**src/rtl/rsst_pkg.sv**
```systemverilog
// rsst_pkg: shared codes, widths and reset values for the relay start/stop cycle timer
// no dependencies; used by the channel interfaces, the top level and the checker

package rsst_pkg;

    // payload field widths
    localparam int FUNC_W   = 2;
    localparam int TIME_W   = 32;
    localparam int PHASE_W  = 4;
    localparam int COUNT_W  = 32;
    localparam int CFG_W    = 16;
    localparam int CFG_IDX_W = 1;

    // parameter defaults
    localparam int TIME_WIDTH_DEF  = 32;
    localparam int COUNT_WIDTH_DEF = 32;

    // register reset values
    localparam logic [CFG_W-1:0] SETTLE_RESET = 16'd50;
    localparam logic [CFG_W-1:0] PULSE_RESET  = 16'd200;

    // register indexes
    localparam logic [CFG_IDX_W-1:0] CFG_SETTLE = 1'd0;
    localparam logic [CFG_IDX_W-1:0] CFG_PULSE  = 1'd1;

    typedef logic [FUNC_W-1:0]  t_func;
    typedef logic [PHASE_W-1:0] t_phase;

    // command codes
    localparam t_func FUNC_TICK     = 2'd0;
    localparam t_func FUNC_START    = 2'd1;
    localparam t_func FUNC_START_SP = 2'd2;
    localparam t_func FUNC_STOP     = 2'd3;

    // phase codes
    localparam t_phase PH_IDLE        = 4'd0;
    localparam t_phase PH_SETTLE      = 4'd1;
    localparam t_phase PH_SETTLE_STOP = 4'd2;
    localparam t_phase PH_START_PULSE = 4'd3;
    localparam t_phase PH_RUN         = 4'd4;
    localparam t_phase PH_STOP_PULSE  = 4'd5;
    localparam t_phase PH_PAUSE       = 4'd6;
    localparam t_phase PH_END_SETTLE  = 4'd7;
    localparam t_phase PH_END_STOP    = 4'd8;

endpackage

```
**src/rtl/rsst_if.sv**
```systemverilog
// rsst_in_if / rsst_out_if: valid/ready channels of the relay cycle timer
// depends on rsst_pkg for field types and widths

interface rsst_in_if;
    logic                        valid;
    logic                        ready;
    rsst_pkg::t_func             func;
    logic [rsst_pkg::TIME_W-1:0] run_time;
    logic [rsst_pkg::TIME_W-1:0] pause_time;

    modport source (output valid, output func, output run_time, output pause_time,
                    input ready);
    modport sink   (input valid, input func, input run_time, input pause_time,
                    output ready);
endinterface

interface rsst_out_if;
    logic                         valid;
    logic                         ready;
    logic                         start_relay;
    logic                         stop_relay;
    rsst_pkg::t_phase             phase;
    logic                         running;
    logic [rsst_pkg::TIME_W-1:0]  phase_time;
    logic [rsst_pkg::COUNT_W-1:0] start_count;
    logic [rsst_pkg::COUNT_W-1:0] stop_count;
    logic [rsst_pkg::COUNT_W-1:0] round_count;

    modport source (output valid, output start_relay, output stop_relay, output phase,
                    output running, output phase_time, output start_count,
                    output stop_count, output round_count, input ready);
    modport sink   (input valid, input start_relay, input stop_relay, input phase,
                    input running, input phase_time, input start_count,
                    input stop_count, input round_count, output ready);
endinterface

```
**src/rtl/relay_start_stop_cycle_timer_top.sv**
```systemverilog
// relay_start_stop_cycle_timer_top: tick-driven START/STOP relay cycle sequencer
// depends on rsst_pkg and the channel interfaces in rsst_if.sv
//
//  channel   dir   beat contents                                     handshake
//  i_in      in    func, run_time, pause_time                        valid/ready
//  o_out     out   relays, phase, running, phase_time, 3 counters    valid/ready
//  cfg       in    i_cfg_we, i_cfg_idx, i_cfg_data                   write strobe
//
// one beat in, one beat out; the result is registered and appears in the cycle after the input beat
// the state registers are the output register: a new beat is taken whenever the
// output is empty or is being taken in the same cycle, so one beat per cycle sustained
// the per-beat path is one saturating increment and one compare against the phase limit
// a stall on o_out holds the result and back-pressures i_in in the same cycle
// synchronous active-low reset: idle, relays off, counters and timer zero, settle 50, pulse 200

module relay_start_stop_cycle_timer_top #(
    parameter int TIME_WIDTH  = rsst_pkg::TIME_WIDTH_DEF,
    parameter int COUNT_WIDTH = rsst_pkg::COUNT_WIDTH_DEF
) (
    input  logic                             i_clk,
    input  logic                             i_rst_n,
    input  logic                             i_cfg_we,
    input  logic [rsst_pkg::CFG_IDX_W-1:0]   i_cfg_idx,
    input  logic [rsst_pkg::CFG_W-1:0]       i_cfg_data,
    rsst_in_if.sink                          i_in,
    rsst_out_if.source                       o_out
);

    // largest timer value, at port width
    localparam logic [rsst_pkg::TIME_W-1:0] TimeMaxW =
        rsst_pkg::TIME_W'((33'd1 << TIME_WIDTH) - 33'd1);
    localparam logic [TIME_WIDTH-1:0] TimeMax = TimeMaxW[TIME_WIDTH-1:0];

    // configuration registers
    logic [rsst_pkg::CFG_W-1:0] r_settle;
    logic [rsst_pkg::CFG_W-1:0] r_pulse;

    // sequencer state, doubles as the result register
    rsst_pkg::t_phase       r_phase,    n_phase;
    logic [TIME_WIDTH-1:0]  r_elapsed,  n_elapsed;
    logic [TIME_WIDTH-1:0]  r_run_len,  n_run_len;
    logic [TIME_WIDTH-1:0]  r_pause_len, n_pause_len;
    logic                   r_start_on, n_start_on;
    logic                   r_stop_on,  n_stop_on;
    logic [COUNT_WIDTH-1:0] r_starts,   n_starts;
    logic [COUNT_WIDTH-1:0] r_stops,    n_stops;
    logic [COUNT_WIDTH-1:0] r_rounds,   n_rounds;
    logic                   r_out_valid;

    logic                   in_take;
    logic [TIME_WIDTH-1:0]  el_inc;
    logic [TIME_WIDTH-1:0]  settle_lim;
    logic [TIME_WIDTH-1:0]  pulse_lim;
    logic [TIME_WIDTH-1:0]  run_sat;
    logic [TIME_WIDTH-1:0]  pause_sat;

    // output empty or draining this cycle
    assign i_in.ready = !r_out_valid || o_out.ready;
    assign in_take    = i_in.valid && i_in.ready;

    // config writes, taken on any cycle with the write enable high
    always_ff @(posedge i_clk) begin
        if (!i_rst_n) begin
            r_settle <= rsst_pkg::SETTLE_RESET;
            r_pulse  <= rsst_pkg::PULSE_RESET;
        end else if (i_cfg_we) begin
            case (i_cfg_idx)
                rsst_pkg::CFG_SETTLE: r_settle <= i_cfg_data;
                rsst_pkg::CFG_PULSE:  r_pulse  <= i_cfg_data;
                default: ;
            endcase
        end
    end

    assign settle_lim = TIME_WIDTH'(r_settle);
    assign pulse_lim  = TIME_WIDTH'(r_pulse);

    // saturating timer step
    assign el_inc = (r_elapsed != TimeMax) ? r_elapsed + 1'b1 : r_elapsed;

    // lengths clamp to the timer range so a saturated timer still reaches them
    assign run_sat   = (i_in.run_time > TimeMaxW) ? TimeMax
                                                  : i_in.run_time[TIME_WIDTH-1:0];
    assign pause_sat = (i_in.pause_time > TimeMaxW) ? TimeMax
                                                    : i_in.pause_time[TIME_WIDTH-1:0];

    always_comb begin
        n_phase     = r_phase;
        n_elapsed   = r_elapsed;
        n_run_len   = r_run_len;
        n_pause_len = r_pause_len;
        n_start_on  = r_start_on;
        n_stop_on   = r_stop_on;
        n_starts    = r_starts;
        n_stops     = r_stops;
        n_rounds    = r_rounds;
        case (i_in.func)
            rsst_pkg::FUNC_TICK: begin
                if (r_phase != rsst_pkg::PH_IDLE) begin
                    n_elapsed = el_inc;
                    case (r_phase)
                        rsst_pkg::PH_SETTLE: begin
                            if (el_inc >= settle_lim) begin
                                n_start_on = 1'b1;
                                n_phase    = rsst_pkg::PH_START_PULSE;
                                n_elapsed  = '0;
                            end
                        end
                        rsst_pkg::PH_SETTLE_STOP: begin
                            if (el_inc >= settle_lim) begin
                                n_stop_on = 1'b1;
                                n_phase   = rsst_pkg::PH_STOP_PULSE;
                                n_elapsed = '0;
                            end
                        end
                        rsst_pkg::PH_START_PULSE: begin
                            if (el_inc >= pulse_lim) begin
                                n_start_on = 1'b0;
                                n_phase    = rsst_pkg::PH_RUN;
                                n_elapsed  = '0;
                            end
                        end
                        rsst_pkg::PH_RUN: begin
                            if (el_inc >= r_run_len) begin
                                n_stop_on = 1'b1;
                                n_phase   = rsst_pkg::PH_STOP_PULSE;
                                n_elapsed = '0;
                            end
                        end
                        rsst_pkg::PH_STOP_PULSE: begin
                            if (el_inc >= pulse_lim) begin
                                n_stop_on = 1'b0;
                                n_phase   = rsst_pkg::PH_PAUSE;
                                n_elapsed = '0;
                            end
                        end
                        rsst_pkg::PH_PAUSE: begin
                            // end of pause closes a round
                            if (el_inc >= r_pause_len) begin
                                n_rounds   = r_rounds + 1'b1;
                                n_start_on = 1'b1;
                                n_phase    = rsst_pkg::PH_START_PULSE;
                                n_elapsed  = '0;
                            end
                        end
                        rsst_pkg::PH_END_SETTLE: begin
                            if (el_inc >= settle_lim) begin
                                n_stop_on = 1'b1;
                                n_phase   = rsst_pkg::PH_END_STOP;
                                n_elapsed = '0;
                            end
                        end
                        rsst_pkg::PH_END_STOP: begin
                            if (el_inc >= pulse_lim) begin
                                n_stop_on = 1'b0;
                                n_phase   = rsst_pkg::PH_IDLE;
                                n_elapsed = '0;
                            end
                        end
                        default: ; // unused codes only advance the timer
                    endcase
                end
            end
            rsst_pkg::FUNC_START, rsst_pkg::FUNC_START_SP: begin
                // start from any phase
                n_run_len   = run_sat;
                n_pause_len = pause_sat;
                n_starts    = r_starts + 1'b1;
                n_start_on  = 1'b0;
                n_stop_on   = 1'b0;
                n_elapsed   = '0;
                n_phase     = (i_in.func == rsst_pkg::FUNC_START) ? rsst_pkg::PH_SETTLE
                                                                  : rsst_pkg::PH_SETTLE_STOP;
            end
            rsst_pkg::FUNC_STOP: begin
                // ignored once idle or already winding down
                if (r_phase != rsst_pkg::PH_IDLE && r_phase != rsst_pkg::PH_END_SETTLE &&
                    r_phase != rsst_pkg::PH_END_STOP) begin
                    n_stops    = r_stops + 1'b1;
                    n_start_on = 1'b0;
                    n_stop_on  = 1'b0;
                    n_elapsed  = '0;
                    n_phase    = rsst_pkg::PH_END_SETTLE;
                end
            end
            default: ;
        endcase
    end

    always_ff @(posedge i_clk) begin
        if (!i_rst_n) begin
            r_phase     <= rsst_pkg::PH_IDLE;
            r_elapsed   <= '0;
            r_run_len   <= '0;
            r_pause_len <= '0;
            r_start_on  <= 1'b0;
            r_stop_on   <= 1'b0;
            r_starts    <= '0;
            r_stops     <= '0;
            r_rounds    <= '0;
            r_out_valid <= 1'b0;
        end else begin
            if (in_take) begin
                r_phase     <= n_phase;
                r_elapsed   <= n_elapsed;
                r_run_len   <= n_run_len;
                r_pause_len <= n_pause_len;
                r_start_on  <= n_start_on;
                r_stop_on   <= n_stop_on;
                r_starts    <= n_starts;
                r_stops     <= n_stops;
                r_rounds    <= n_rounds;
                r_out_valid <= 1'b1;
            end else if (o_out.ready) begin
                r_out_valid <= 1'b0;
            end
        end
    end

    // result beat is the state after the last accepted item
    assign o_out.valid       = r_out_valid;
    assign o_out.start_relay = r_start_on;
    assign o_out.stop_relay  = r_stop_on;
    assign o_out.phase       = r_phase;
    assign o_out.running     = (r_phase != rsst_pkg::PH_IDLE);
    assign o_out.phase_time  = rsst_pkg::TIME_W'(r_elapsed);
    assign o_out.start_count = rsst_pkg::COUNT_W'(r_starts);
    assign o_out.stop_count  = rsst_pkg::COUNT_W'(r_stops);
    assign o_out.round_count = rsst_pkg::COUNT_W'(r_rounds);

endmodule

```
**src/flat_wrapper.sv**
```systemverilog
// flat-port wrapper written by rule: the top's interface ports become plain ports
module relay_start_stop_cycle_timer_top_flat 
#(
    parameter int TIME_WIDTH  = rsst_pkg::TIME_WIDTH_DEF,
    parameter int COUNT_WIDTH = rsst_pkg::COUNT_WIDTH_DEF
)
  (i_clk, i_rst_n, i_cfg_we, i_cfg_idx, i_cfg_data, i_in_valid, i_in_func, i_in_run_time, i_in_pause_time, i_in_ready, o_out_valid, o_out_start_relay, o_out_stop_relay, o_out_phase, o_out_running, o_out_phase_time, o_out_start_count, o_out_stop_count, o_out_round_count, o_out_ready);
  rsst_in_if i_in_i ();
  rsst_out_if o_out_i ();
  input  logic i_clk;
  input  logic i_rst_n;
  input  logic i_cfg_we;
  input  logic [rsst_pkg::CFG_IDX_W-1:0] i_cfg_idx;
  input  logic [rsst_pkg::CFG_W-1:0] i_cfg_data;
  input wire logic [$bits(i_in_i.valid)-1:0] i_in_valid;
  input wire logic [$bits(i_in_i.func)-1:0] i_in_func;
  input wire logic [$bits(i_in_i.run_time)-1:0] i_in_run_time;
  input wire logic [$bits(i_in_i.pause_time)-1:0] i_in_pause_time;
  output wire logic [$bits(i_in_i.ready)-1:0] i_in_ready;
  output wire logic [$bits(o_out_i.valid)-1:0] o_out_valid;
  output wire logic [$bits(o_out_i.start_relay)-1:0] o_out_start_relay;
  output wire logic [$bits(o_out_i.stop_relay)-1:0] o_out_stop_relay;
  output wire logic [$bits(o_out_i.phase)-1:0] o_out_phase;
  output wire logic [$bits(o_out_i.running)-1:0] o_out_running;
  output wire logic [$bits(o_out_i.phase_time)-1:0] o_out_phase_time;
  output wire logic [$bits(o_out_i.start_count)-1:0] o_out_start_count;
  output wire logic [$bits(o_out_i.stop_count)-1:0] o_out_stop_count;
  output wire logic [$bits(o_out_i.round_count)-1:0] o_out_round_count;
  input wire logic [$bits(o_out_i.ready)-1:0] o_out_ready;
  assign i_in_i.valid = i_in_valid;
  assign i_in_i.func = i_in_func;
  assign i_in_i.run_time = i_in_run_time;
  assign i_in_i.pause_time = i_in_pause_time;
  assign i_in_ready = i_in_i.ready;
  assign o_out_valid = o_out_i.valid;
  assign o_out_start_relay = o_out_i.start_relay;
  assign o_out_stop_relay = o_out_i.stop_relay;
  assign o_out_phase = o_out_i.phase;
  assign o_out_running = o_out_i.running;
  assign o_out_phase_time = o_out_i.phase_time;
  assign o_out_start_count = o_out_i.start_count;
  assign o_out_stop_count = o_out_i.stop_count;
  assign o_out_round_count = o_out_i.round_count;
  assign o_out_i.ready = o_out_ready;
  relay_start_stop_cycle_timer_top #(.TIME_WIDTH(TIME_WIDTH), .COUNT_WIDTH(COUNT_WIDTH)) u_core (.i_clk(i_clk), .i_rst_n(i_rst_n), .i_cfg_we(i_cfg_we), .i_cfg_idx(i_cfg_idx), .i_cfg_data(i_cfg_data), .i_in(i_in_i), .o_out(o_out_i));
endmodule
```
**config.mk**
```make
export PLATFORM = sky130hd
export DESIGN_NAME = relay_start_stop_cycle_timer_top_flat
export DESIGN_NICKNAME = d
export VERILOG_FILES = /design/src/rtl/rsst_pkg.sv /design/src/rtl/rsst_if.sv /design/src/rtl/relay_start_stop_cycle_timer_top.sv /design/src/flat_wrapper.sv
export SDC_FILE = /design/constraint.sdc
export NUM_CORES = 1
export LEC_CHECK = 0
export BUFFER_PORTS_ARGS = -buffer_cell sky130_fd_sc_hd__buf_2
export CORE_MARGIN = 1
export CORE_UTILIZATION = 55
export DETAILED_ROUTE_END_ITERATION = 16
export MAX_ROUTING_LAYER = met4
export PLACE_DENSITY = 0.79
export SYNTH_ARGS = -nofsm -noshare
export SYNTH_HDL_FRONTEND = slang
export SYNTH_SLANG_ARGS = --single-unit
```
**constraint.sdc**
```tcl
create_clock -name i_clk -period 7.39 [get_ports i_clk]
set_input_delay 1.478 -clock i_clk [delete_from_list [all_inputs] [get_ports i_clk]]
set_output_delay 1.478 -clock i_clk [all_outputs]
set_load 0.01 [all_outputs]
```
==> results.toml <==
[timing]
layout_min_cycle_time_ps = 5944
timing_worst_slew_pin_value_ps = 980.5
fmax_mhz = 168.2
max_slew_margin_pct = 34.63
whs_ps = 454.6
grt_setup_unrepaired = "false"
slew_violations = 0
finalHoldViolCount = 0
timing.final.setup_violations = 0
finClkSkew_ps = 16.44
post-route-period-util_pct = 80.44
final_critical_path_setup_slack_ps = 1446
timing.setup.tns_ps = 0

[floorplan]
die_area_mm2 = 0.02366
floorplan.initialDensity_pct = 55.99
placement_rows = 55
die_x_um = 153.8
core_area_mm2 = 0.02264
die-height_um = 153.8
ios = 225

[setup_path]
worstSetupEndpointType = "register"
timing.critical_path.cells = "ha_1 > and3_1 > and3_1 > a311o_1 > nor4_1 > nand4_1 > xnor2_1 > ha_1 > a211o_1 > a21oi_1 > a32oi_1 > o31ai_1 > o311a_1 > a21oi_2 > nand4_1 > or3_1 > a21oi_1"
cp-startpoint = "u_core.o_out.phase_time[0]"
worst_path_dominant_cell_family = "simple AND/OR/NAND/NOR gates"
critical-path-max-stage-delay_ps = 720
rr_startpoint = "u_core.o_out.phase_time[0]"
critical_path.max_fanout = 24
timing.critical_path.slowest_stage_cell = "nor4_1"
critical_path.n_buffers_inverters = 0
timing.critical_path.required_ps = 7850
timing_worst_setup_path_type = "reg2reg"
startpoint_type = "register"
worst_ep_arrival_time_ps = 6410

[routing]
drcViolationCount = 0
ant_nets = 0
drt_first_iter_violations = 837
viasPerCell = 5.707
totalWireLength_mm = 34.46
vias = 12208
drtPass1Iterations = 5
wire_per_inst_um = 16.11

[power_and_ir_drop]
net-switching-power_mw = 0.7474
ir_drop_mv = 0.1400
pwr_cell_area_mw_per_mm2 = 200.6
power_frac_clock_pct = 47.4
p_sw_share_pct = 25.09
power.leakage_nw = 6.220
comb_pwr_share_pct = 8.9
intPower_mw = 2.232
share_seq_of_total_power_pct = 43.7

[synthesis]
synth_compound_gate_area_share_pct = 13.95
synth_seq_cells = 231
syn-cell-area_mm2 = 0.01268
ys_warn_count = 0
ys.flop_type = "dfxtp_1"
netlist.area_leader.share_pct = 36.48
syn_inst = 1651
synth_xor_area_share_pct = 6.979
multiplexer_share_of_the_synthesized_area_pct = 0.8094
synth_top_family_by_area = "simple AND/OR/NAND/NOR gates"
synth.area.top_cells = "dfxtp_1, ha_1, nand2_1, a21oi_1, xnor2_1"
number_of_enable_type_register_cells_in_the_synthesized_netlist = 0
async_flop_share_pct = 0
area_leader_netlist = "dfxtp_1"
syn_area_per_cell_um2 = 7.678
synth_seq_area_share_pct = 36.48
post_synth_fa_ha_maj_area_fraction_pct = 10.17
synth_cell_types = 61
mappedNetlistNets = 1842
synth_simple_gate_area_share_pct = 25.27

[layout]
fin_util_pct = 65.58
design.final.nets = 2017
fraction_of_final_layout_cells_sized_beyond_drive_strength_1_pct = 15.98
num-fill-cells = 1900
multi_input_comb_area_mm2 = 0.007257
layout-area-overhead-vs-synth_pct = 17.13
final-seq-area_mm2 = 0.004624

[place]
io_buffers = 224
dp_slack_ps = 1522
gpl.final_weighted_congestion = 0.9154
detailed_place_hpwl_mm = 24.52

[cts]
htree_levels = 1
hold_buffers = 0
cts.sinks = 231
cts_max_path_buffers = 3
cts.repair_timing.setup_buffer_count = 0
postCtsResizedCells = 0
clock_latency_ps = 550
cts-buffers-inserted = 26
worst_setup_hold_path_clk_slew_ps = 60
cts.root.buffer_cell = "clkbuf_16"
cts_tree = "yes"

[global_route]
grt_overflow_total = 0
grt_pass1_wl_mm = 56.75
antenna_found_initial = 8
globalRouteTotalUtil_pct = 29.84
first_global_vias = 11599
grt_max_degree = 121

[job]
drv_cap = 0

[min_path]
worst_hold_startpoint = "u_core.r_settle[2]"
worstHoldPathType = "reg2reg"

[run_status]
outcome = "finished clean"
## sequential cells by signal, summed over array words and instances (netlist names)
name	flops
u_core.o_out.phase	4
u_core.o_out.phase_time	32
u_core.o_out.round_count	32
u_core.o_out.start_count	32
u_core.o_out.start_relay	1
u_core.o_out.stop_count	32
u_core.o_out.stop_relay	1
u_core.o_out.valid	1
u_core.r_pause_len	32
u_core.r_pulse	16
u_core.r_run_len	32
u_core.r_settle	16
## cells by family (layout without fill, tap and decap cells)
group	Yosys count	count (layout)
adder cells (fa/ha/maj)	103	103
AND/OR/NAND/NOR	690	690
AO/OA/AOI/OAI	309	309
buffers and inverters	207	402
XOR/XNOR	101	101
flip-flops	231	231
multiplexers	10	10
other	0	8
## metrics by stage
stage               instances  power, mW  area, um^2
floorplan                1651      1.504       12680
global placement         2083      1.581       13890
detailed placement       2083      1.589       13890
CTS                      2131      2.987       14830
global route             2139      3.079       14850
finish                   2139      2.979       14850
## cell usage in the layout, fill, tap and decap left out, drive strengths merged, types with 15 or more instances in the layout
cell and n:
buf 234, ha 103, nand3 81, inv 120, nand2 308, and4 16, nor4 17, clkbuf 30
or3 32, nor2 104, and2 15, and3 24, nand4 32, xnor2 53, nor3 31, o21ai 61
xor2 48, dfxtp 231, a21oi 175
## synth_stat cells, types with 4 or more instances
library cell    n
nand2_1       308
a21o_1          6
mux2i_1         8
a21oi_1       174
nor2b_1         9
buf_1           6
a2111oi_0       4
or3_1          32
and2_1         15
o21a_1          8
and4_1         16
xnor2_1        53
nand2b_1        9
nor4_1         16
and3_1         24
nand3_1        81
ha_1          103
a31oi_1        10
or2_2           4
nand4_1        32
xor2_1         48
dfxtp_1       231
nor3_1         31
nor2_1        104
a221o_1         4
inv_1         119
o21ai_0        58
or4_1           6
a211oi_1        4
o211ai_1       10
clkbuf_1       74
## routing by layer
layer,wire [um],track usage [%]
met4,911,9.238
met1,14750,37.04
met5,0,-
met2,15890,48.35
met3,2910,6.454
## tightest hold or removal path, cell delays in order, from the launching register on
cell and delay, ps:
dfxtp_1 310, nand2_1 50, a21oi_1 50
## final timing paths
check | to | slack [ps] | depth (start not counted)
max | u_core.o_out.round_count[11] | 1450 | 17
max reg2reg | u_core.o_out.round_count[11] | 1450 | 17
min | u_core.r_settle[2] | 450 | 2
min reg2reg | u_core.r_settle[2] | 450 | 2
## final cells by class
cell class                      instances  area share, %
Multi-Input combinational cell       1213          48.88
Inverter                              120          3.068
Tap cell                              285          2.402
Sequential cell                       231          31.15
Timing Repair Buffer                  234          8.057
Clock inverter                         18          1.559
Antenna cell                            8         0.1348
Clock buffer                           30          4.753
## power groups by stage
stage / clock (mW) / combinational [mW] / sequential [mW]
2_1_floorplan: 0 / 0.183 / 1.32
3_3_place_gp: 0 / 0.254 / 1.33
3_5_place_dp: 0 / 0.260 / 1.33
4_1_cts: 1.42 / 0.264 / 1.30
5_1_grt: 1.48 / 0.297 / 1.31
6_report: 1.41 / 0.266 / 1.30
Note: power is estimated with default switching activity, not from simulation.
